File: config.mk
export PLATFORM = sky130hd
export DESIGN_NAME = xor_checked_command_frame_parser_core
export DESIGN_NICKNAME = d
export VERILOG_FILES = /design/src/hw/rtl/xcfp_pkg.sv /design/src/hw/rtl/xcfp_in_stage.sv /design/src/hw/rtl/xcfp_parse.sv /design/src/hw/rtl/xor_checked_command_frame_parser_core.sv
export SDC_FILE = /design/constraint.sdc
export NUM_CORES = 1
export LEC_CHECK = 0
export ABC_CLOCK_PERIOD_IN_PS = 9300
export BUFFER_PORTS_ARGS = -buffer_cell sky130_fd_sc_hd__buf_2
export CAP_MARGIN = 20
export CORE_MARGIN = 3
export CORE_UTILIZATION = 60
export CTS_BUF_LIST = sky130_fd_sc_hd__clkbuf_16
export CTS_CLUSTER_SIZE = 12
export DETAILED_ROUTE_END_ITERATION = 7
export GPL_TIMING_DRIVEN = 0
export HOLD_SLACK_MARGIN = 0.08
export PLACE_DENSITY = 0.8
export SETUP_SLACK_MARGIN = 0.1
export SYNTH_ARGS = -nofsm -noshare
export SYNTH_HDL_FRONTEND = slang
export SYNTH_SLANG_ARGS = --single-unit
export TNS_END_PERCENT = 50
File: constraint.sdc
create_clock -name clock -period 9.3 [get_ports clock]
set_clock_uncertainty 0.15 [all_clocks]
set_input_delay 0.93 -clock clock [delete_from_list [all_inputs] [get_ports clock]]
set_output_delay 0.93 -clock clock [all_outputs]
set_load 0.05 [all_outputs]
File: src/hw/rtl/xcfp_pkg.sv
package xcfp_pkg;

   // Frame delimiter and the power-up value of the inter-byte timeout.
   localparam logic [7:0]  HEADER_BYTE   = 8'hAA;
   localparam logic [15:0] TIMEOUT_RESET = 16'd50;

   // One received byte and the tick count at its arrival.
   typedef struct packed {
      logic [7:0]  rx_byte;
      logic [31:0] tick_now;
   } req_type;

   // One result: frame flag and the latched command bytes.
   typedef struct packed {
      logic       frame_valid;
      logic [7:0] speed_cmd;
      logic [7:0] turn_cmd;
      logic [7:0] heading_cmd;
   } rsp_type;

endpackage

File: src/hw/rtl/xcfp_in_stage.sv
module xcfp_in_stage
   import xcfp_pkg::*;
(
   input  logic    clock,
   input  logic    reset,
   input  logic    req_valid,
   output logic    req_ready,
   input  req_type req_payload,
   input  logic    advance,
   output logic    item_valid,
   output req_type item
);

   logic    valid_ff;
   logic    valid_in;
   req_type item_ff;

   // The stage takes a new byte when it is empty or its content moves on.
   assign req_ready = !valid_ff || advance;
   assign valid_in  = req_valid ? 1'b1 : (advance ? 1'b0 : valid_ff);

   always_ff @(posedge clock) begin
      if (reset) begin
         valid_ff <= 1'b0;
      end else begin
         valid_ff <= valid_in;
      end
      if (req_valid && req_ready) begin
         item_ff <= req_payload;
      end
   end

   assign item_valid = valid_ff;
   assign item       = item_ff;

endmodule

File: src/hw/rtl/xcfp_parse.sv
module xcfp_parse
   import xcfp_pkg::*;
(
   input  logic        clock,
   input  logic        reset,
   input  logic        step,
   input  req_type     item,
   input  logic [15:0] timeout_ticks,
   output rsp_type     result
);

   typedef enum logic [2:0] {
      PH_HEAD    = 3'd0,
      PH_SPEED   = 3'd1,
      PH_TURN    = 3'd2,
      PH_HEADING = 3'd3,
      PH_CHECK   = 3'd4,
      PH_TAIL    = 3'd5
   } phase_type;

   phase_type   phase_ff, phase_in, cur_phase;
   logic [7:0]  xor_ff, xor_in;
   logic [7:0]  speed_ff, speed_in;
   logic [7:0]  turn_ff, turn_in;
   logic [7:0]  heading_ff, heading_in;
   logic [7:0]  acc_speed_ff, acc_speed_in;
   logic [7:0]  acc_turn_ff, acc_turn_in;
   logic [7:0]  acc_heading_ff, acc_heading_in;
   logic [31:0] last_tick_ff;
   logic [31:0] gap;
   logic        timed_out;
   logic        match;

   // Gap wraps modulo 2^32; only an open frame can time out.
   assign gap       = item.tick_now - last_tick_ff;
   assign timed_out = (phase_ff != PH_HEAD) && (gap > {16'd0, timeout_ticks});
   assign cur_phase = timed_out ? PH_HEAD : phase_ff;

   always_comb begin
      phase_in       = cur_phase;
      xor_in         = xor_ff;
      speed_in       = speed_ff;
      turn_in        = turn_ff;
      heading_in     = heading_ff;
      acc_speed_in   = acc_speed_ff;
      acc_turn_in    = acc_turn_ff;
      acc_heading_in = acc_heading_ff;
      match          = 1'b0;
      unique case (cur_phase)
         PH_HEAD: begin
            if (item.rx_byte == HEADER_BYTE) begin
               phase_in = PH_SPEED;
               xor_in   = 8'd0;
            end
         end
         PH_SPEED: begin
            speed_in = item.rx_byte;
            xor_in   = xor_ff ^ item.rx_byte;
            phase_in = PH_TURN;
         end
         PH_TURN: begin
            turn_in  = item.rx_byte;
            xor_in   = xor_ff ^ item.rx_byte;
            phase_in = PH_HEADING;
         end
         PH_HEADING: begin
            heading_in = item.rx_byte;
            xor_in     = xor_ff ^ item.rx_byte;
            phase_in   = PH_CHECK;
         end
         PH_CHECK: begin
            if (item.rx_byte == xor_ff) begin
               match          = 1'b1;
               phase_in       = PH_TAIL;
               acc_speed_in   = speed_ff;
               acc_turn_in    = turn_ff;
               acc_heading_in = heading_ff;
            end else begin
               phase_in = PH_HEAD;
            end
         end
         default: begin
            // The tail byte is consumed whatever its value.
            phase_in = PH_HEAD;
         end
      endcase
   end

   assign result.frame_valid = match;
   assign result.speed_cmd   = acc_speed_in;
   assign result.turn_cmd    = acc_turn_in;
   assign result.heading_cmd = acc_heading_in;

   always_ff @(posedge clock) begin
      if (reset) begin
         phase_ff       <= PH_HEAD;
         xor_ff         <= 8'd0;
         speed_ff       <= 8'd0;
         turn_ff        <= 8'd0;
         heading_ff     <= 8'd0;
         acc_speed_ff   <= 8'd0;
         acc_turn_ff    <= 8'd0;
         acc_heading_ff <= 8'd0;
         last_tick_ff   <= 32'd0;
      end else if (step) begin
         phase_ff       <= phase_in;
         xor_ff         <= xor_in;
         speed_ff       <= speed_in;
         turn_ff        <= turn_in;
         heading_ff     <= heading_in;
         acc_speed_ff   <= acc_speed_in;
         acc_turn_ff    <= acc_turn_in;
         acc_heading_ff <= acc_heading_in;
         last_tick_ff   <= item.tick_now;
      end
   end

endmodule

File: src/hw/rtl/xor_checked_command_frame_parser_core.sv
// Command frame parser with an XOR check. Each request transfer carries one received
// byte and the tick count at which it arrived; each one produces exactly one response
// transfer. A frame is six bytes: 0xAA, speed, turn rate, heading, the XOR of those
// three, and a tail byte that is ignored. When the check byte matches, the response
// has frame_valid set and carries the new command bytes; otherwise the command fields
// repeat the last good frame (zero after reset). If more than csr_wr_data ticks
// (register timeout_ff, reset value 50) pass between two bytes of an open frame,
// the frame is dropped and the late byte is examined as a possible header. The block
// takes one byte per clock as long as the response side keeps taking transfers: a
// byte is registered at the input, the parser state and the response are computed
// from it combinationally, and the response sits in an output register. Write the
// timeout only while the block is idle.
module xor_checked_command_frame_parser_core
   import xcfp_pkg::*;
(
   input  logic        clock,
   input  logic        reset,
   input  logic        req_valid,
   output logic        req_ready,
   input  req_type     req_payload,
   output logic        rsp_valid,
   input  logic        rsp_ready,
   output rsp_type     rsp_payload,
   input  logic        csr_wr_en,
   input  logic [15:0] csr_wr_data
);

   logic [15:0] timeout_ff;
   logic        item_valid;
   req_type     item;
   logic        advance;
   rsp_type     result;
   logic        rsp_valid_ff;
   logic        rsp_valid_in;
   rsp_type     rsp_payload_ff;

   // The registered byte moves on whenever the output register is empty or is
   // being drained in this same cycle.
   assign advance = item_valid && (!rsp_valid_ff || rsp_ready);

   xcfp_in_stage u_in_stage (
      .clock       (clock),
      .reset       (reset),
      .req_valid   (req_valid),
      .req_ready   (req_ready),
      .req_payload (req_payload),
      .advance     (advance),
      .item_valid  (item_valid),
      .item        (item)
   );

   // The parser state only changes when a byte is actually handed to the output.
   xcfp_parse u_parse (
      .clock         (clock),
      .reset         (reset),
      .step          (advance),
      .item          (item),
      .timeout_ticks (timeout_ff),
      .result        (result)
   );

   assign rsp_valid_in = advance ? 1'b1 : (rsp_ready ? 1'b0 : rsp_valid_ff);

   always_ff @(posedge clock) begin
      if (reset) begin
         timeout_ff   <= TIMEOUT_RESET;
         rsp_valid_ff <= 1'b0;
      end else begin
         if (csr_wr_en) begin
            timeout_ff <= csr_wr_data;
         end
         rsp_valid_ff <= rsp_valid_in;
      end
      if (advance) begin
         rsp_payload_ff <= result;
      end
   end

   assign rsp_valid   = rsp_valid_ff;
   assign rsp_payload = rsp_payload_ff;

endmodule

==> flow_summary.yaml, run 1 <==
clock_network:
  htreeDepth: 4
  cts_made_buffers: 17
  cts_tree: "built"
  cts_root_buf: "clkbuf_16"
  post-cts-setup-buffers: 0
  cts_hold_buf: 0
  cts_buffer_depth: 2
  cts.clk_slew.worst_paths_ps: 70
  clock_latency_ps: 440
  cts_sinks: 174
  post_cts_resized: 0
finish:
  final_cell_area_um2: 10700
  synthToLayoutAreaGrowth_pct: 13.8
  stdcell_count: 1336
  num-fill-cells: 1195
  fin_util_pct: 69.9
  nNetsFinal: 1221
  num_antenna_cells: 0
  layout-drive-gt1-share_pct: 17.6
route:
  drt_drc_violations_left: 0
  vias: 7730
  postRouteAntennaNets: 0
  first_iter_violations: 609
  drt-wirelength-per-cell_um: 16.4
  wirelength_um: 21900
  first_pass_iters: 5
  via_per_inst: 5.79
yosys:
  synth.most_common_cell: "nand2_1"
  yosys-top-cells-count: "nand2_1, dfxtp_1, a21oi_1"
  synth_seq_cells: 174
  async_flop_share_pct: 0
  synth.largest_area_cell: "dfxtp_1"
  syn_inst: 1007
  synth_cell_types: 71
  syn_nets: 1116
  synth_top_cells_by_area: "dfxtp_1, edfxtp_1, nand2_1"
  syn_area_um2: 9370
  synth-edff-count: 65
  ys_seq_area_share_pct: 44.1
  synthFlopType: "dfxtp_1"
  yosys_warnings: 0
  synth_top_cell_area_share_pct: 23.3
  synth_area_per_cell_um2: 9.31
global_route:
  grt_pass1_wl_um: 35300
  grt_max_degree: 41
  antenna_found_initial: 0
  grt_pass1_vias: 7257
  grtUsageTotal_pct: 26.1
  grt_overflow: 0
run_status:
  status: "complete, no violations"
floorplan:
  start_util_pct: 61.4
  die_x_um: 131
  coreArea_um2: 15300
  rows: 45
  die_h_um: 131
  ios: 88
  dieArea_um2: 17200
place:
  hpwl_um: 15700
  globalplace.congestion: 0.938
  place_area_um2: 10100
  port-buffer-count: 86
  dp_cells: 1304
sta:
  setup_violations: 0
  fin_crit_sh_pct: 55.0
  worstMarginPinSlew_ps: 937
  fmax_mhz: 195
  rsz0062_at_grt: "no"
  slew_headroom_pct: 37.5
  min_period_ps: 5120
  hold_viol_final: 0
  tns_ps: 0
  slew_violations: 0
setup_path:
  crit_arrival_ps: 5160
  end_kind: "flip-flop"
  worst-path-max-fanout: 10
  start_kind: "flip-flop"
  crit_type: "reg -> reg"
  worstPathRequired_ps: 9340
power_and_ir_drop:
  power_leakage_nw: 4.17
  ir_drop_mv: 0.168
  p_per_area_nw_per_um2: 173
job:
  drv_cap: 0
min_path:
  hp-class: "reg -> reg"
-- worst paths after layout --
| check | end | start | slack (ps) | cells after the start |
|---|---|---|---|---|
| setup / recovery | rsp_payload[23] | u_in_stage.item[0] | 4180 | 22 |
| hold reg to reg | u_parse.last_tick_ff[8] | u_parse.last_tick_ff[8] | 310 | 2 |
| setup reg to reg | rsp_payload[23] | u_in_stage.item[0] | 4180 | 22 |
| hold / removal | u_parse.last_tick_ff[8] | u_parse.last_tick_ff[8] | 310 | 2 |
-- cell usage in the layout (no fill, tap or decap), types with 4 or more instances in the layout --
cell type,n
mux2_2,4
ha_1,47
and3_1,4
nor4_1,5
xnor2_1,9
clkbuf_16,18
nor2_1,47
buf_2,104
nand4_1,14
mux2i_1,39
mux2_4,20
a41oi_1,9
dfxtp_1,109
xor2_1,15
clkbuf_1,31
nor2b_1,5
a21o_1,8
nor3_1,15
nand3_1,33
nor4b_1,8
clkinvlp_4,4
o22ai_1,4
inv_1,69
edfxtp_1,65
o21a_1,10
nand2_1,158
nand2b_1,5
a21oi_1,107
o21ai_0,28
or3_1,6
buf_1,4
o211ai_1,20
a21bo_2,24
-- flip-flops by register name, indices dropped and copies added (netlist names) --
signal                  flops
u_in_stage.item            40
u_parse.last_tick_ff       32
rsp_payload                25
timeout_ff                 16
u_parse.acc_heading_ff      8
u_parse.acc_speed_ff        8
u_parse.acc_turn_ff         8
u_parse.heading_ff          8
u_parse.speed_ff            8
u_parse.turn_ff             8
u_parse.xor_ff              8
u_parse.phase_ff            3
rsp_valid                   1
u_in_stage.item_valid       1
-- kinds of logic (layout without fill, tap and decap cells) --
kind of cell,Yosys count,in the layout,share of synthesized area (%)
adder cells (fa/ha/maj),48,48,6.49
multiplexers,63,63,7.85
flip-flops,174,174,44.1
XOR/XNOR,24,24,2.24
AO/OA/AOI/OAI,250,250,17.7
AND/OR/NAND/NOR,320,320,15.9
buffers and inverters,128,246,5.66
-- worst max-delay path: stages (launching register included) --
cell	delay [ps]
edfxtp_1	380
inv_1	60
ha_1	210
fa_1	400
nand2b_1	190
a21oi_1	360
nor3_1	140
inv_1	110
a21oi_1	80
xnor2_1	200
ha_1	300
a21oi_1	160
nand2_1	70
a221oi_1	280
o211a_1	180
o211ai_1	80
nor4_1	180
and4_1	300
and3_1	220
and2_1	130
buf_4	160
buf_6	200
mux2_4	330
-- final cells by class --
cell class | instances | area (um2) | area share (%)
clock inverter | 14 | 141 | 1.33
clock buffer | 18 | 450 | 4.22
buffer | 60 | 277 | 2.59
sequential | 174 | 4130 | 38.8
multi-input combinational | 705 | 4710 | 44.2
tap | 211 | 264 | 2.48
timing repair buffer | 86 | 430 | 4.04
inverter | 68 | 255 | 2.39
-- power breakdown --
group | total [mW] | leakage, nW | internal (mW) | switching [mW]
logic | 0.293 | 2.39 | 0.105 | 0.188
registers | 0.835 | 1.50 | 0.819 | 0.0161
clock network | 0.715 | 0.285 | 0.410 | 0.305
total | 1.84 | 4.17 | 1.33 | 0.509
-- metal layers --
layer / track usage [%] / part of all wire [%] / vias up
met5: 0 / 0 / -
met4: 7.20 / 1.6 / 0
met1: 36.5 / 46 / 3630
met3: 6.38 / 7.0 / 42
li1: - / - / 3795
met2: 40.4 / 45 / 263
-- metrics by stage --
| stage | power (mW) | hold slack (ps) | setup slack, ps |
|---|---|---|---|
| after floorplan | 1.06 | 286 | 4940 |
| after global placement | 1.13 | 291 | 4300 |
| after detailed placement | 1.14 | 296 | 4220 |
| after CTS | 1.84 | 306 | 4200 |
| after global routing | 1.92 | 319 | 3920 |
| final | 1.84 | 306 | 4180 |
Power figures use the tool's default switching activity.
==> run 2: changes to the inputs <==
--- a/config.mk
+++ b/config.mk
@@ -5,7 +5,7 @@
 export SDC_FILE = /design/constraint.sdc
 export NUM_CORES = 1
 export LEC_CHECK = 0
-export ABC_CLOCK_PERIOD_IN_PS = 9300
+export ABC_CLOCK_PERIOD_IN_PS = 5230
 export BUFFER_PORTS_ARGS = -buffer_cell sky130_fd_sc_hd__buf_2
 export CAP_MARGIN = 20
 export CORE_MARGIN = 3
==> constraint.sdc (replaced) <==
create_clock -name clock -period 5.23 [get_ports clock]
set_clock_uncertainty 0.15 [all_clocks]
set_input_delay 0.523 -clock clock [delete_from_list [all_inputs] [get_ports clock]]
set_output_delay 0.523 -clock clock [all_outputs]
set_load 0.05 [all_outputs]
==> run 2 against run 1 <==
Die area did not move. Worst hold slack lost 200 ps. Global-route usage is the same. Wire length grew 0.84%. Combinational power increased by 81%. Sequential share of layout area shrank 0.32 points. Highest routed layer unchanged. Via count grew 0.17%. Flip-flop and latch count is the same.
==> flow_summary.yaml, run 2 (synthesized netlist as in run 1, its figures left out) <==
run_status:
  status: "complete, no violations"
place:
  pre_cts_slack_ps: 155
  port-buffer-count: 86
  hpwl_um: 15700
  globalplace.congestion: 0.938
setup_path:
  slowest_delay_ps: 440
  worstPathRequired_ps: 5260
  worstSetupPathDepth: 20
  end_kind: "flip-flop"
  critical-path-top-delay-family: "compound AO/OA/AOI/OAI gates"
  crit_slowest_cell: "a2111o_1"
  crit_type: "reg -> reg"
  rr_worst_depth: 20
  worst-path-max-fanout: 10
  crit_arrival_ps: 4890
  start_kind: "flip-flop"
  path_cells: "ha_1 > a21oi_1 > o21a_1 > o21ai_0 > nor2_1 > nor2_1 > a31oi_1 > xnor2_1 > ha_1 > nand4_1 > a2111o_1 > o211a_1 > o211ai_1 > nor4_1 > and4_1 > and3_4 > and2_1 > buf_4 > buf_12 > mux2_4"
  worst-path-buf-inv: 2
clock_network:
  htreeDepth: 4
  clock_latency_ps: 440
  cts_sinks: 174
  cts_tree: "built"
  cts_root_buf: "clkbuf_16"
  cts_hold_buf: 0
  cts_buffer_depth: 2
  cts_made_buffers: 17
  cts.clk_slew.worst_paths_ps: 60
power_and_ir_drop:
  seq_power_share_pct: 45.2
  switchingPower_mw: 0.904
  ir_drop_mv: 0.298
  power_switching_share_pct: 27.6
  p_int_mw: 2.38
  p_per_area_nw_per_um2: 305
  combPwrFrac_pct: 16.2
  power_leakage_nw: 4.18
  p_clk_share_pct: 38.6
route:
  first_iter_violations: 689
  wirelength_um: 22000
  drt-wirelength-per-cell_um: 16.5
  postRouteAntennaNets: 0
  vias: 7743
  first_pass_iters: 6
  via_per_inst: 5.79
  drt_drc_violations_left: 0
sta:
  min_period_ps: 4860
  fmax_mhz: 206
  slew_headroom_pct: 38.0
  setup_ws_ps: 371
  hold_viol_final: 0
  rsz0062_at_grt: "no"
  setup_violations: 0
  fin_crit_sh_pct: 92.9
  worstMarginPinSlew_ps: 931
  tns_ps: 0
  slew_violations: 0
floorplan:
  start_util_pct: 61.4
  rows: 45
  ios: 88
  die_h_um: 131
  die_x_um: 131
  dieArea_um2: 17200
  coreArea_um2: 15300
global_route:
  grtUsageTotal_pct: 26.1
  grt_max_degree: 41
  grt_pass1_wl_um: 35300
  use_met2_pct: 40.4
  grt_overflow: 0
  grtUsageMet3_pct: 6.38
  grt_pass1_vias: 7257
  top_usage_layer: "met2"
  antenna_found_initial: 0
  met1_usage_pct: 36.5
finish:
  final_common_cell: "nand2_1"
  num_antenna_cells: 0
  synthToLayoutAreaGrowth_pct: 14.7
  layout-drive-gt1-share_pct: 18.6
  final_cell_mix: "nand2_1, dfxtp_1, a21oi_1"
  nNetsFinal: 1222
  largest_register_ffs: 40
  num-fill-cells: 1181
min_path:
  hp-class: "in -> reg"
  hold_path_depth: 1
job:
  drv_cap: 0
-- run 2: cell types whose count changed in the layout (fill, tap and decap cells not counted), sizes merged --
| cell | before | now |
|---|---|---|
| buf | 113 | 114 |
-- run 2: metrics by stage --
| stage | cell area, um2 | power (mW) | cells | hold slack (ps) | utilization, % |
|---|---|---|---|---|---|
| 6_report | 10700 | 3.28 | 1337 | 111 | 70.4 |
| 5_1_grt | 10700 | 3.42 | 1337 | 89.1 | 70.4 |
| 4_1_cts | 10700 | 3.28 | 1336 | 97.3 | 69.9 |
| 3_5_place_dp | 10100 | 2.02 | 1304 | 296 | 66.0 |
| 3_3_place_gp | 10100 | 2.01 | 1304 | 291 | 66.0 |
| 2_1_floorplan | 9370 | 1.88 | 1007 | 286 | - |
-- run 2: worst paths after layout --
kind / slack (ps) / startpoint / endpoint
worst min-delay path: 110 / req_payload[12] / u_in_stage.item[12]
worst min register to register: 310 / u_parse.last_tick_ff[12] / u_parse.last_tick_ff[12]
worst max register to register: 370 / u_in_stage.item[8] / rsp_payload[23]
worst max-delay path: 370 / u_in_stage.item[8] / rsp_payload[23]
-- run 2: metal layers --
metal,part of all wire [%],vias up
met2,46,231
met5,0,-
li1,-,3791
met1,46,3698
met4,1.4,0
met3,7.1,23
-- run 2: power groups by stage --
stage | logic [mW] | registers, mW | clock network, mW
CTS | 0.515 | 1.48 | 1.28
floorplan | 0.343 | 1.54 | 0
detailed placement | 0.511 | 1.51 | 0
global route | 0.590 | 1.49 | 1.34
finish | 0.531 | 1.48 | 1.27
global placement | 0.497 | 1.51 | 0
-- run 2: cell type report --
type                    count  area [um2]  share of cell area (%)
multi-input cells         705        4770                    44.4
clock buffers              18         450                    4.19
flip-flops and latches    174        4130                    38.5
repair buffers             87         438                    4.07
clock inverters            14         141                    1.32
plain buffers              60         294                    2.74
inverters                  68         255                    2.37
well taps                 211         264                    2.46
-- run 2: repair_timing --
action / 4_1_cts / 5_1_grt
setup buffers: 0 / 1
endpoints found under the setup margin: 0 / 42
resized for setup: 0 / 16
